`src/rtl/bcmh_pkg.sv`:
```
// Shared constants and types for the chained murmur3 hash unit.
// No dependencies; imported by the controller, datapath and top level.
`default_nettype none

package bcmh_pkg;

  localparam int unsigned BLOCK_BYTES = 4096;
  localparam int unsigned CNT_W       = $clog2(BLOCK_BYTES + 4);
  localparam int unsigned WORD_W      = 32;
  localparam int unsigned BCNT_W      = 3;

  localparam logic [WORD_W-1:0] MIX_C1  = 32'hcc9e2d51;
  localparam logic [WORD_W-1:0] MIX_C2  = 32'h1b873593;
  localparam logic [WORD_W-1:0] MIX_ADD = 32'he6546b64;
  localparam logic [WORD_W-1:0] FIN_M1  = 32'h85ebca6b;
  localparam logic [WORD_W-1:0] FIN_M2  = 32'hc2b2ae35;

  localparam logic [BCNT_W-1:0] FULL_WORD_BYTES = 3'd4;

  typedef struct packed {
    logic accept;
    logic load_seed;
    logic mul1;
    logic mul2;
    logic upd;
    logic fin1;
    logic fin2;
    logic fin3;
    logic emit;
  } bcmh_cmd_t;

  typedef struct packed {
    logic no_bytes;
    logic close_next;
    logic last;
  } bcmh_status_t;

endpackage

`default_nettype wire

```
`src/rtl/bcmh_if.sv`:
```
// Valid/ready channel interfaces for the chained murmur3 hash unit.
// Depends on nothing; used by the top level.
`default_nettype none

interface bcmh_in_if;
  logic        valid;
  logic        ready;
  logic [31:0] data_word;
  logic [2:0]  byte_count;
  logic        last_word;
  modport source (output valid, input ready, output data_word, output byte_count,
                  output last_word);
  modport sink (input valid, output ready, input data_word, input byte_count,
                input last_word);
endinterface

interface bcmh_out_if;
  logic        valid;
  logic        ready;
  logic [31:0] digest;
  modport source (output valid, input ready, output digest);
  modport sink (input valid, output ready, input digest);
endinterface

interface bcmh_cfg_if;
  logic        valid;
  logic        ready;
  logic [31:0] data;
  modport source (output valid, input ready, output data);
  modport sink (input valid, output ready, input data);
endinterface

`default_nettype wire

```
`src/rtl/bcmh_datapath.sv`:
```
// Datapath: seed register, key mix, hash update, finalizer and result register.
// Depends on bcmh_pkg; driven by bcmh_ctrl.
`default_nettype none

module bcmh_datapath (
  input  wire                      clk,
  input  wire                      rst_n,
  input  wire                      cfg_we,
  input  wire [31:0]               cfg_data,
  input  wire [31:0]               data_word,
  input  wire [2:0]                byte_count,
  input  wire                      last_word,
  input  bcmh_pkg::bcmh_cmd_t      cmd,
  output bcmh_pkg::bcmh_status_t   status,
  output logic [31:0]              digest
);
  import bcmh_pkg::*;

  logic [WORD_W-1:0] start_seed_r;
  logic [WORD_W-1:0] hash_r, hash_nxt;
  logic [WORD_W-1:0] key_r, key_nxt;
  logic [CNT_W-1:0]  cnt_r, cnt_nxt;
  logic [BCNT_W-1:0] nbytes_r, nbytes_nxt;
  logic              last_r, last_nxt;
  logic [WORD_W-1:0] out_hash_r;

  logic [BCNT_W-1:0] n_clamp;
  logic [WORD_W-1:0] tail_mask;
  logic [CNT_W-1:0]  cnt_upd;
  logic [WORD_W-1:0] key_rot;
  logic [WORD_W-1:0] body_mix;
  logic [WORD_W-1:0] fin_a;
  logic [WORD_W-1:0] fin_b;

  always_comb begin
    n_clamp = (byte_count > FULL_WORD_BYTES) ? FULL_WORD_BYTES : byte_count;
    case (n_clamp)
      3'd1:    tail_mask = 32'h0000_00ff;
      3'd2:    tail_mask = 32'h0000_ffff;
      3'd3:    tail_mask = 32'h00ff_ffff;
      default: tail_mask = 32'hffff_ffff;
    endcase
  end

  assign cnt_upd  = cnt_r + CNT_W'(nbytes_r);
  assign key_rot  = {key_r[16:0], key_r[31:17]};
  assign body_mix = {(hash_r[18:0] ^ key_r[18:0]), (hash_r[31:19] ^ key_r[31:19])};
  assign fin_a    = hash_r ^ WORD_W'(cnt_r);
  assign fin_b    = hash_r ^ (hash_r >> 13);

  assign status.no_bytes   = (nbytes_r == '0);
  assign status.close_next = (cnt_upd >= CNT_W'(BLOCK_BYTES)) ||
                             (last_r && (cnt_upd != '0));
  assign status.last       = last_r;

  always_comb begin
    hash_nxt   = hash_r;
    key_nxt    = key_r;
    cnt_nxt    = cnt_r;
    nbytes_nxt = nbytes_r;
    last_nxt   = last_r;
    if (cmd.accept) begin
      key_nxt    = data_word & tail_mask;
      nbytes_nxt = n_clamp;
      last_nxt   = last_word || (n_clamp != FULL_WORD_BYTES);
      if (cmd.load_seed) begin
        hash_nxt = start_seed_r;
        cnt_nxt  = '0;
      end
    end
    if (cmd.mul1) key_nxt = key_r * MIX_C1;
    if (cmd.mul2) key_nxt = key_rot * MIX_C2;
    if (cmd.upd) begin
      cnt_nxt = cnt_upd;
      if (nbytes_r == FULL_WORD_BYTES) begin
        hash_nxt = (body_mix << 2) + body_mix + MIX_ADD;
      end else if (nbytes_r != '0) begin
        hash_nxt = hash_r ^ key_r;
      end
    end
    if (cmd.fin1) begin
      hash_nxt = (fin_a ^ (fin_a >> 16)) * FIN_M1;
      cnt_nxt  = '0;
    end
    if (cmd.fin2) hash_nxt = fin_b * FIN_M2;
    if (cmd.fin3) hash_nxt = hash_r ^ (hash_r >> 16);
  end

  always_ff @(posedge clk) begin
    if (!rst_n) begin
      start_seed_r <= '0;
      cnt_r        <= '0;
    end else begin
      if (cfg_we) start_seed_r <= cfg_data;
      cnt_r <= cnt_nxt;
    end
  end

  always_ff @(posedge clk) begin
    hash_r   <= hash_nxt;
    key_r    <= key_nxt;
    nbytes_r <= nbytes_nxt;
    last_r   <= last_nxt;
    if (cmd.emit) out_hash_r <= hash_r;
  end

  assign digest = out_hash_r;

endmodule

`default_nettype wire

```
`src/rtl/bcmh_ctrl.sv`:
```
// Controller: sequences key mix, update, block finalize and result hand-off.
// Depends on bcmh_pkg; commands bcmh_datapath.
`default_nettype none

module bcmh_ctrl (
  input  wire                     clk,
  input  wire                     rst_n,
  input  wire                     in_valid,
  output logic                    in_ready,
  output logic                    out_valid,
  input  wire                     out_ready,
  input  bcmh_pkg::bcmh_status_t  status,
  output bcmh_pkg::bcmh_cmd_t     cmd
);
  import bcmh_pkg::*;

  typedef enum logic [2:0] {
    ST_IDLE,
    ST_MUL1,
    ST_MUL2,
    ST_UPD,
    ST_FIN1,
    ST_FIN2,
    ST_FIN3,
    ST_EMIT
  } state_t;

  state_t state_r, state_nxt;
  logic   in_file_r, in_file_nxt;
  logic   out_valid_r, out_valid_nxt;
  logic   out_free;

  assign in_ready  = (state_r == ST_IDLE);
  assign out_valid = out_valid_r;
  assign out_free  = !out_valid_r || out_ready;

  always_comb begin
    cmd           = '0;
    state_nxt     = state_r;
    in_file_nxt   = in_file_r;
    out_valid_nxt = out_valid_r && !out_ready;
    case (state_r)
      ST_IDLE: begin
        if (in_valid) begin
          cmd.accept    = 1'b1;
          cmd.load_seed = !in_file_r;
          in_file_nxt   = 1'b1;
          state_nxt     = ST_MUL1;
        end
      end
      ST_MUL1: begin
        cmd.mul1  = 1'b1;
        state_nxt = ST_MUL2;
      end
      ST_MUL2: begin
        cmd.mul2  = 1'b1;
        state_nxt = ST_UPD;
      end
      ST_UPD: begin
        cmd.upd = 1'b1;
        if (status.close_next) state_nxt = ST_FIN1;
        else if (status.last)  state_nxt = ST_EMIT;
        else                   state_nxt = ST_IDLE;
      end
      ST_FIN1: begin
        cmd.fin1  = 1'b1;
        state_nxt = ST_FIN2;
      end
      ST_FIN2: begin
        cmd.fin2  = 1'b1;
        state_nxt = ST_FIN3;
      end
      ST_FIN3: begin
        cmd.fin3  = 1'b1;
        state_nxt = status.last ? ST_EMIT : ST_IDLE;
      end
      ST_EMIT: begin
        if (out_free) begin
          cmd.emit      = 1'b1;
          out_valid_nxt = 1'b1;
          in_file_nxt   = 1'b0;
          state_nxt     = ST_IDLE;
        end
      end
      default: state_nxt = ST_IDLE;
    endcase
    // skip the key mix when the word carries no bytes
    if (state_r == ST_MUL1 && status.no_bytes) begin
      cmd.mul1  = 1'b0;
      state_nxt = ST_UPD;
    end
  end

  always_ff @(posedge clk) begin
    if (!rst_n) begin
      state_r     <= ST_IDLE;
      in_file_r   <= 1'b0;
      out_valid_r <= 1'b0;
    end else begin
      state_r     <= state_nxt;
      in_file_r   <= in_file_nxt;
      out_valid_r <= out_valid_nxt;
    end
  end

endmodule

`default_nettype wire

```
`src/rtl/block_chained_murmur3_hash_unit.sv`:
```
// Chained murmur3 x86_32 file hash: one word per item, one hash per file.
// A full word passes states MUL1, MUL2, UPD before the next transfer, and
// FIN1, FIN2, FIN3 too when it closes a block; a zero-byte word skips the key
// mix. A last word loads the result register in EMIT, waiting while an earlier
// result is held. No new word is taken until the key-mix multiplier steps and
// serial hash update are through. Reset clears control state, count and seed.
`default_nettype none

module block_chained_murmur3_hash_unit (
  input  wire         clk,
  input  wire         rst_n,
  bcmh_in_if.sink     in_bus,
  bcmh_out_if.source  out_bus,
  bcmh_cfg_if.sink    cfg_bus
);
  import bcmh_pkg::*;

  bcmh_cmd_t    cmd;
  bcmh_status_t status;

  assign cfg_bus.ready = 1'b1;

  bcmh_ctrl u_ctrl (
    .clk       (clk),
    .rst_n     (rst_n),
    .in_valid  (in_bus.valid),
    .in_ready  (in_bus.ready),
    .out_valid (out_bus.valid),
    .out_ready (out_bus.ready),
    .status    (status),
    .cmd       (cmd)
  );

  bcmh_datapath u_dp (
    .clk        (clk),
    .rst_n      (rst_n),
    .cfg_we     (cfg_bus.valid),
    .cfg_data   (cfg_bus.data),
    .data_word  (in_bus.data_word),
    .byte_count (in_bus.byte_count),
    .last_word  (in_bus.last_word),
    .cmd        (cmd),
    .status     (status),
    .digest     (out_bus.digest)
  );

endmodule

`default_nettype wire

```
`src/flat_wrapper.sv`:
```
// flat-port wrapper written by rule: the top's interface ports become plain ports
module block_chained_murmur3_hash_unit_flat import bcmh_pkg::*;
  (clk, rst_n, in_bus_valid, in_bus_ready, in_bus_data_word, in_bus_byte_count, in_bus_last_word, out_bus_valid, out_bus_ready, out_bus_digest, cfg_bus_valid, cfg_bus_ready, cfg_bus_data);
  bcmh_in_if in_bus_i ();
  bcmh_out_if out_bus_i ();
  bcmh_cfg_if cfg_bus_i ();
  input  wire clk;
  input  wire rst_n;
  input wire logic [$bits(in_bus_i.valid)-1:0] in_bus_valid;
  output wire logic [$bits(in_bus_i.ready)-1:0] in_bus_ready;
  input wire logic [$bits(in_bus_i.data_word)-1:0] in_bus_data_word;
  input wire logic [$bits(in_bus_i.byte_count)-1:0] in_bus_byte_count;
  input wire logic [$bits(in_bus_i.last_word)-1:0] in_bus_last_word;
  output wire logic [$bits(out_bus_i.valid)-1:0] out_bus_valid;
  input wire logic [$bits(out_bus_i.ready)-1:0] out_bus_ready;
  output wire logic [$bits(out_bus_i.digest)-1:0] out_bus_digest;
  input wire logic [$bits(cfg_bus_i.valid)-1:0] cfg_bus_valid;
  output wire logic [$bits(cfg_bus_i.ready)-1:0] cfg_bus_ready;
  input wire logic [$bits(cfg_bus_i.data)-1:0] cfg_bus_data;
  assign in_bus_i.valid = in_bus_valid;
  assign in_bus_ready = in_bus_i.ready;
  assign in_bus_i.data_word = in_bus_data_word;
  assign in_bus_i.byte_count = in_bus_byte_count;
  assign in_bus_i.last_word = in_bus_last_word;
  assign out_bus_valid = out_bus_i.valid;
  assign out_bus_i.ready = out_bus_ready;
  assign out_bus_digest = out_bus_i.digest;
  assign cfg_bus_i.valid = cfg_bus_valid;
  assign cfg_bus_ready = cfg_bus_i.ready;
  assign cfg_bus_i.data = cfg_bus_data;
  block_chained_murmur3_hash_unit u_core (.clk(clk), .rst_n(rst_n), .in_bus(in_bus_i), .out_bus(out_bus_i), .cfg_bus(cfg_bus_i));
endmodule
```
`config.mk`:
```
export PLATFORM = sky130hd
export DESIGN_NAME = block_chained_murmur3_hash_unit_flat
export DESIGN_NICKNAME = d
export VERILOG_FILES = /design/src/rtl/bcmh_pkg.sv /design/src/rtl/bcmh_if.sv /design/src/rtl/bcmh_datapath.sv /design/src/rtl/bcmh_ctrl.sv /design/src/rtl/block_chained_murmur3_hash_unit.sv /design/src/flat_wrapper.sv
export SDC_FILE = /design/constraint.sdc
export NUM_CORES = 2
export LEC_CHECK = 0
export ABC_CLOCK_PERIOD_IN_PS = 19560
export BUFFER_PORTS_ARGS = -buffer_cell sky130_fd_sc_hd__clkbuf_2
export CORE_MARGIN = 5
export CORE_UTILIZATION = 60
export CTS_BUF_LIST = sky130_fd_sc_hd__clkbuf_2
export CTS_CLUSTER_DIAMETER = 30
export DETAILED_ROUTE_END_ITERATION = 7
export PLACE_DENSITY = 0.77
export REMOVE_ABC_BUFFERS = 1
export SYNTH_ARGS = -nofsm -noshare
export SYNTH_HDL_FRONTEND = slang
export SYNTH_HIERARCHICAL = 1
export SYNTH_SLANG_ARGS = --single-unit
```
`constraint.sdc`:
```
create_clock -name clk -period 19.56 [get_ports clk]
set_input_delay 0.978 -clock clk [delete_from_list [all_inputs] [get_ports clk]]
set_output_delay 0.978 -clock clk [all_outputs]
set_load 0.01 [all_outputs]
```
After elaboration in Yosys (flattened, before gate mapping)
Index checks and enable logic that the tools add are counted.
{"block": "op_classes", "mul": 4, "n_reduce_logical": 23, "bitwise_logic": 9, "order_cmp": 2, "n_addsub": 3, "n_eq_ne": 16, "n_mux": 38}
{"cell": "two-way mux 32 bit", "count": 11}
{"cell": "one-hot mux 32 bit (3 select lines)", "count": 1}
{"cell": "multiplier 32 x 31 -> 32 bit, second input constant", "count": 2}
{"cell": "XOR 32 x 16 -> 32 bit", "count": 2}
{"cell": "two-way mux 13 bit", "count": 3}
{"cell": "adder 32 bit", "count": 1}
{"cell": "adder 32 bit, second input constant", "count": 1}
{"cell": "AND 32 bit", "count": 1}
{"cell": "multiplier 32 x 29 -> 32 bit, second input constant", "count": 1}
{"cell": "multiplier 32 x 32 -> 32 bit, second input constant", "count": 1}
{"cell": "XOR 32 x 13 -> 32 bit", "count": 1}
{"cell": "XOR 32 x 19 -> 32 bit", "count": 1}
{"cell": "XOR 32 bit", "count": 1}
{"cell": "one-hot mux 3 bit (8 select lines)", "count": 1}
{"cell": "XOR 19 bit", "count": 1}
{"cell": "equality test 3 bit, second input constant", "count": 5}
{"cell": "two-way mux 3 bit", "count": 5}
{"cell": "adder 13 x 3 -> 13 bit", "count": 1}
{"cell": ">= comparator 13 bit, second input constant", "count": 1}
{"cell": "two-way mux 1 bit", "count": 13}
{"cell": "nonzero test 13 bit", "count": 1}
{"cell": "XOR 13 bit", "count": 1}
{"cell": "equality test 3 x 2 -> 1 bit, second input constant", "count": 4}
{"cell": "equality test 3 x 1 -> 1 bit, second input constant", "count": 2}
{"cell": "16 further kinds", "count": 33}
{"block": "totals", "reg_bits": 150, "wordCells": 106, "output_inout_bits": 35, "in_bits": 73}

Depth between registers and ports, before layout
{"block": "depth", "ltp_word": 11, "mapped_depth": 27, "ltp_nobuf": 26}

Cells and area by module
The synthesis kept the hierarchy.
{"mod": "bcmh_datapath", "area_each_um2": 42704.7, "cells_per_inst": 4373, "seq_area_each_um2": 3743.6, "instances": 1}
{"mod": "bcmh_ctrl", "area_each_um2": 372.9, "cells_per_inst": 50, "seq_area_each_um2": 100.1, "instances": 1}
{"mod": "block_chained_murmur3_hash_unit", "area_each_um2": 11.3, "cells_per_inst": 2, "seq_area_each_um2": 0.0, "instances": 1}

Worst setup path after synthesis
No wires, ideal clock.
{"block": "synth_path", "path_type": "register -> register", "startpoint": "reg u_core.u_dp.hash_r[22]", "endpoint": "reg u_core.u_dp.hash_r[31], data pin", "n_path_buf": 1, "setup_time_ns": 0.265, "path_slack_ns": 12.088, "required_time_ns": 19.295, "t_arrival_ns": 7.207, "synth_period_minus_slack_ns": 7.472, "path_stages_with_launch": 27, "path_cell_list": "edfxtp_1 -> clkbuf_1 -> xor2_1 -> xnor2_1 -> inv_1 -> xnor2_1 -> ha_1 -> or2_2 -> fa_1 -> fa_1 -> inv_1 -> fa_1 -> fa_1 -> inv_1 -> fa_1 -> fa_1 -> inv_1 -> fa_1 -> inv_1 -> ha_1 -> and4_1 -> a221o_1 -> a31oi_2 -> o211ai_1 -> a2111oi_0 -> nand3b_1 -> nand4_1"}
{"block": "synth_via", "elab_chain_len": 8, "elab_cells_between_ends": 13, "cone_classes": "2 x add/sub; 2 x mul; 5 x mux; 4 x bitwise"}
{"item": "start, declared", "line": "bcmh_datapath.sv:20", "rtl": "logic [WORD_W-1:0] hash_r, hash_nxt;"}
{"item": "start signal, assigned", "line": "bcmh_datapath.sv:100", "rtl": "hash_r <= hash_nxt;"}
{"item": "XOR 13 bit", "line": "bcmh_datapath.sv:47", "rtl": "assign body_mix = {(hash_r[18:0] ^ key_r[18:0]), (hash_r[31:19] ^ key_r[31:19])};"}
{"item": "adder 32 bit (2 in series)", "line": "bcmh_datapath.sv:76", "rtl": "hash_nxt = (body_mix << 2) + body_mix + MIX_ADD;"}
{"item": "two-way mux 32 bit", "line": "bcmh_datapath.sv:75", "rtl": "if (nbytes_r == FULL_WORD_BYTES) begin"}
{"item": "two-way mux 32 bit", "line": "bcmh_datapath.sv:73", "rtl": "if (cmd.upd) begin"}
{"item": "two-way mux 32 bit", "line": "bcmh_datapath.sv:81", "rtl": "if (cmd.fin1) begin"}
{"item": "two-way mux 32 bit *", "line": "bcmh_datapath.sv:85", "rtl": "if (cmd.fin2) hash_nxt = fin_b * FIN_M2;"}
{"item": "two-way mux 32 bit *", "line": "bcmh_datapath.sv:86", "rtl": "if (cmd.fin3) hash_nxt = hash_r ^ (hash_r >> 16);"}
{"item": "via u_core.u_dp.hash_nxt[31]", "line": "bcmh_datapath.sv:20"}
Mark *: on every way through the listed nets, which the timed path passes. The rest lies on a longest branch.
A chain may end at the register's enable or synchronous reset.

Worst setup path in the final report
{"block": "layout_path", "startpoint": "reg u_core.u_dp.hash_r[9]", "endpoint": "reg u_core.u_dp.hash_r[31], data pin"}
{"block": "layout_via", "elab_chain_len": 8, "elab_cells_between_ends": 13, "cone_classes": "2 x add/sub; 2 x mul; 5 x mux; 4 x bitwise"}
{"item": "XOR 19 bit", "line": "bcmh_datapath.sv:47"}
{"item": "adder 32 bit (2 in series)", "line": "bcmh_datapath.sv:76"}
{"item": "two-way mux 32 bit", "line": "bcmh_datapath.sv:75"}
{"item": "two-way mux 32 bit", "line": "bcmh_datapath.sv:73"}
{"item": "two-way mux 32 bit", "line": "bcmh_datapath.sv:81"}
{"item": "two-way mux 32 bit *", "line": "bcmh_datapath.sv:85"}
{"item": "two-way mux 32 bit *", "line": "bcmh_datapath.sv:86"}
{"item": "via u_core.u_dp.hash_nxt[31]", "line": "bcmh_datapath.sv:20"}
Marked as above.

==> metrics.md <==
| Metric | Value |
|---|---|
| Status | finished clean |
| Yosys warning total | 6 |
| Synth cell types | 87 |
| DP HPWL | 112 mm |
| Slew HR | 31.0% |
| Final Critical Period | 8.43 ns |
| Critical path launch point type | flop |
| Syn Inst Count | 4425 |
| Drt wl/cell | 23.9 microns |
| Cell Chain, Critical Path | xor2_1 > xnor2_1 > inv_1 > xnor2_1 > ha_1 > fa_1 > fa_1 > inv_1 > fa_1 > fa_1 > inv_1 > fa_1 > fa_1 > inv_1 > fa_1 > inv_1 > ha_1 > and4_1 > a221o_1 > a31oi_2 > o211ai_1 > a2111oi_0 > nand3b_1 > nand4_1 |
| Design area | 45200 sq um |
| Count of pins over their slew limit | 0 |
| Cell Rows | 98 |
| Filler cell count in the final layout | 5834 |
| Sequential fraction of the synthesis area | 8.92% |
| Area share of the largest cell type after synthesis | 34.1% |
| Synth Area in Compound Gates | 9.02% |
| Clock Skews | 0.112 ns |
| Crit share post-route | 43.1% |
| Starting Density | 60.4% |
| Die span in x | 278 microns |
| Crit path buf inv count | 5 |
| First-pass GRT wire length | 200 mm |
| Post-CTS Setup Inserts | 0 |
| Worst Path Required | 20.25 ns |
| Reg2reg setup slack | 11.13 ns |
| Worst slew pin tran | 1.03 ns |
| Non-Filler Instances | 5483 |
| Post-CTS Resized | 0 |
| Critical path's slowest cell | xnor2_1 |
| Cell mode on critical path | fa_1 |
| CTS H-tree lvls | 4 |
| CTS Buf Count | 17 |
| Die height | 278 microns |
| DRC Markers | 0 |
| Die area | 77300 sq um |
| Routed vias/inst | 5.87 |
| Number of flops mapped to enable cells by yosys | 84 |
| Post-synthesis async set-or-reset flop share | 0% |
| Post-Route WL | 131 mm |
| Reg2reg end | u_core/u_dp/hash_r[31] |
| Simple-Gate Fraction of Synth Area | 5.58% |
| F_max | 0.119 GHz |
| R2R Path Start | u_core/u_dp/hash_r[9] |
| Largest family of logic cells by synthesized area | adder cells |
| M1 wire length | 49.9 mm |
| Unrepaired setup endpoints after global routing | no |
| CP Max Fanout | 5 |
| Slowest stage delay, CP | 0.78 ns |
| Finish-stage setup viols | 0 |
| Yosys top cell by area | fa_1 |
| Vias in the first global route | 33607 |
| Setup crit end kind | flop |
| CTS Root Cell | clkbuf_2 |
| TritonCTS clock tree | built |
| Worst min-delay path category | primary input to flop |
| Iteration count of the initial detailed-routing pass | 6 |
| Ratio of cells with drive above 1 in the final layout | 4.99% |
| Setup TNS | 0 ns |
| Clock sink count | 150 |
| Placed insts | 5449 |
| Synth Area in XOR/XNOR | 6.42% |
| Grt ovf | 0 |
| Adder-cell area share of the yosys netlist | 56.9% |
| Post-synth top cells | inv_1, ha_1, fa_1 |
| Final hold viol count | 0 |
| Clock buffer depth | 2 |
| Clock transition at path regs | 0.27 ns |
| Crit. Startpoint | u_core/u_dp/hash_r[9] |
| Vias | 32180 |
| Synth Register Bits | 150 |
| Initial antenna violation count | 2 |
| Mux contribution to synthesized area | 1.52% |
| Met2 routed WL | 59.5 mm |
| Worst setup path end | u_core/u_dp/hash_r[31] |
| Tot GR Track Use | 34.1% |
| Critical path's top delay family | adder cells |
| Syn Area/Cell | 9.74 sq um |
| WP depth | 24 |
| Dpl cell area | 44900 sq um |
| Final ANT Viol Nets | 0 |
| Area contributors post-synth | fa_1, ha_1, inv_1 |
| Max-Cap Viols | 0 |
| P&R area growth vs syn | 4.79% |
| Critical path class | flop to flop |
| WP data arrival | 9.12 ns |
| Gp weighted congestion | 1.01 |
| Met3 wire length | 12.4 mm |
| Hold buffer count at cts | 0 |
| Clock latency on the worst-skew pair | 0.98 ns |
| Synth Flop Type | edfxtp_1 |
| Util after Layout | 63.3% |
| Highest routed metal layer | met4 |
| NumNets Final | 6109 |
| Largest net degree at the start of global routing | 64 |
| R2r worst-path depth | 24 |
| Cell with the most instances after synthesis | inv_1 |
| Core area | 71400 sq um |
| Synth Cell Area | 43100 sq um |
| Iter 0 DRT Violations | 2927 |
| Num ports | 108 |
| IO buf count | 106 |
## metrics by stage
stage / hold slack (ns) / setup slack (ns)
floorplan: 0.457 / 12.17
global placement: 0.472 / 11.37
detailed placement: 0.494 / 11.23
CTS: 0.224 / 11.19
global route: 0.216 / 10.79
finish: 0.289 / 11.13
## area by class of cell
cell class                      instances  area (sq um)  share of cell area (%)
Clock buffer                           17          85.1                   0.188
Antenna cell                            2          5.00                  0.0111
Timing Repair Buffer                  154           891                    1.97
Tap cell                              950          1190                    2.63
Clock inverter                         15           201                   0.446
Sequential cell                       150          3840                    8.51
Multi-Input combinational cell       2947         34300                    75.9
Inverter                             1248          4680                    10.4
## routing by layer
layer | GRT usage [%] | vias up
met2 | 54.6 | 1643
met3 | 7.10 | 419
met4 | 17.5 | 0
met5 | 0 | -
met1 | 44.3 | 15838
li1 | - | 14280
## worst register-to-register path: cells and delay by family, from the launching register on
family / cells / cell delay (ns)
adders and majority gates: 9 / 4.10
xor gates and xnor gates: 3 / 1.36
AOI/OAI and AO/OA: 4 / 1.11
DFF: 1 / 0.65
buffers and inverters: 5 / 0.56
and+or+nand+nor: 3 / 0.43
## worst min-delay path by stage
| stage | from | end | depth (start not counted) |
|---|---|---|---|
| finish | in_bus_byte_count[2] | u_core/u_dp/nbytes_r[2] | 1 |
| global route | in_bus_byte_count[2] | u_core/u_dp/nbytes_r[2] | 1 |
| CTS | cfg_bus_data[22] | u_core/u_dp/start_seed_r[22] | 3 |
| detailed placement | u_core/u_ctrl/in_file_r | u_core/u_ctrl/in_file_r | 2 |
| global placement | u_core/u_ctrl/in_file_r | u_core/u_ctrl/in_file_r | 2 |
| floorplan | u_core/u_ctrl/in_file_r | u_core/u_ctrl/in_file_r | 2 |
## logic make-up after synthesis
group / after synthesis
other: 1
adders and majority gates: 1518
and+or+nand+nor: 475
xor gates and xnor gates: 308
AOI/OAI and AO/OA: 580
muxes: 65
buffers and inverters: 1328
DFF: 150
## layout by cell type, fill, tap and decap left out, types with 19 or more instances in the layout
master    synthesis  layout
a21oi_1         156     156
nand3_1          33      33
inv_1          1248    1248
fa_1            735     735
a211oi_1         27      27
dfxtp_1          66      66
clkbuf_2          1     123
nor2b_1          56      55
mux2i_1          62      62
nor2_1          102      99
xnor2_1         201     201
and3_1           19      19
buf_4             3      48
xor2_1          101     101
edfxtp_1         84      84
a221oi_1         44      44
o21ai_0          95      95
a21o_1           58      58
nand2_1         124     123
ha_1            783     783
o211ai_1         22      22
a31oi_1          22      22
nor3_1           30      30
## state kept, by name, indices dropped and copies added, names as in the netlist
signal                    flops
u_core/u_dp/digest           32
u_core/u_dp/cnt_r            13
u_core/u_ctrl/out_valid       1
u_core/u_dp/last_r            1
u_core/u_dp/key_r            32
u_core/u_ctrl/state_r         3
u_core/u_dp/hash_r           32
u_core/u_dp/nbytes_r          3
u_core/u_ctrl/in_file_r       1
u_core/u_dp/start_seed_r     32
Power is not shown: default switching activity piles up to over one toggle a cycle in this logic, so the estimate is an artifact.
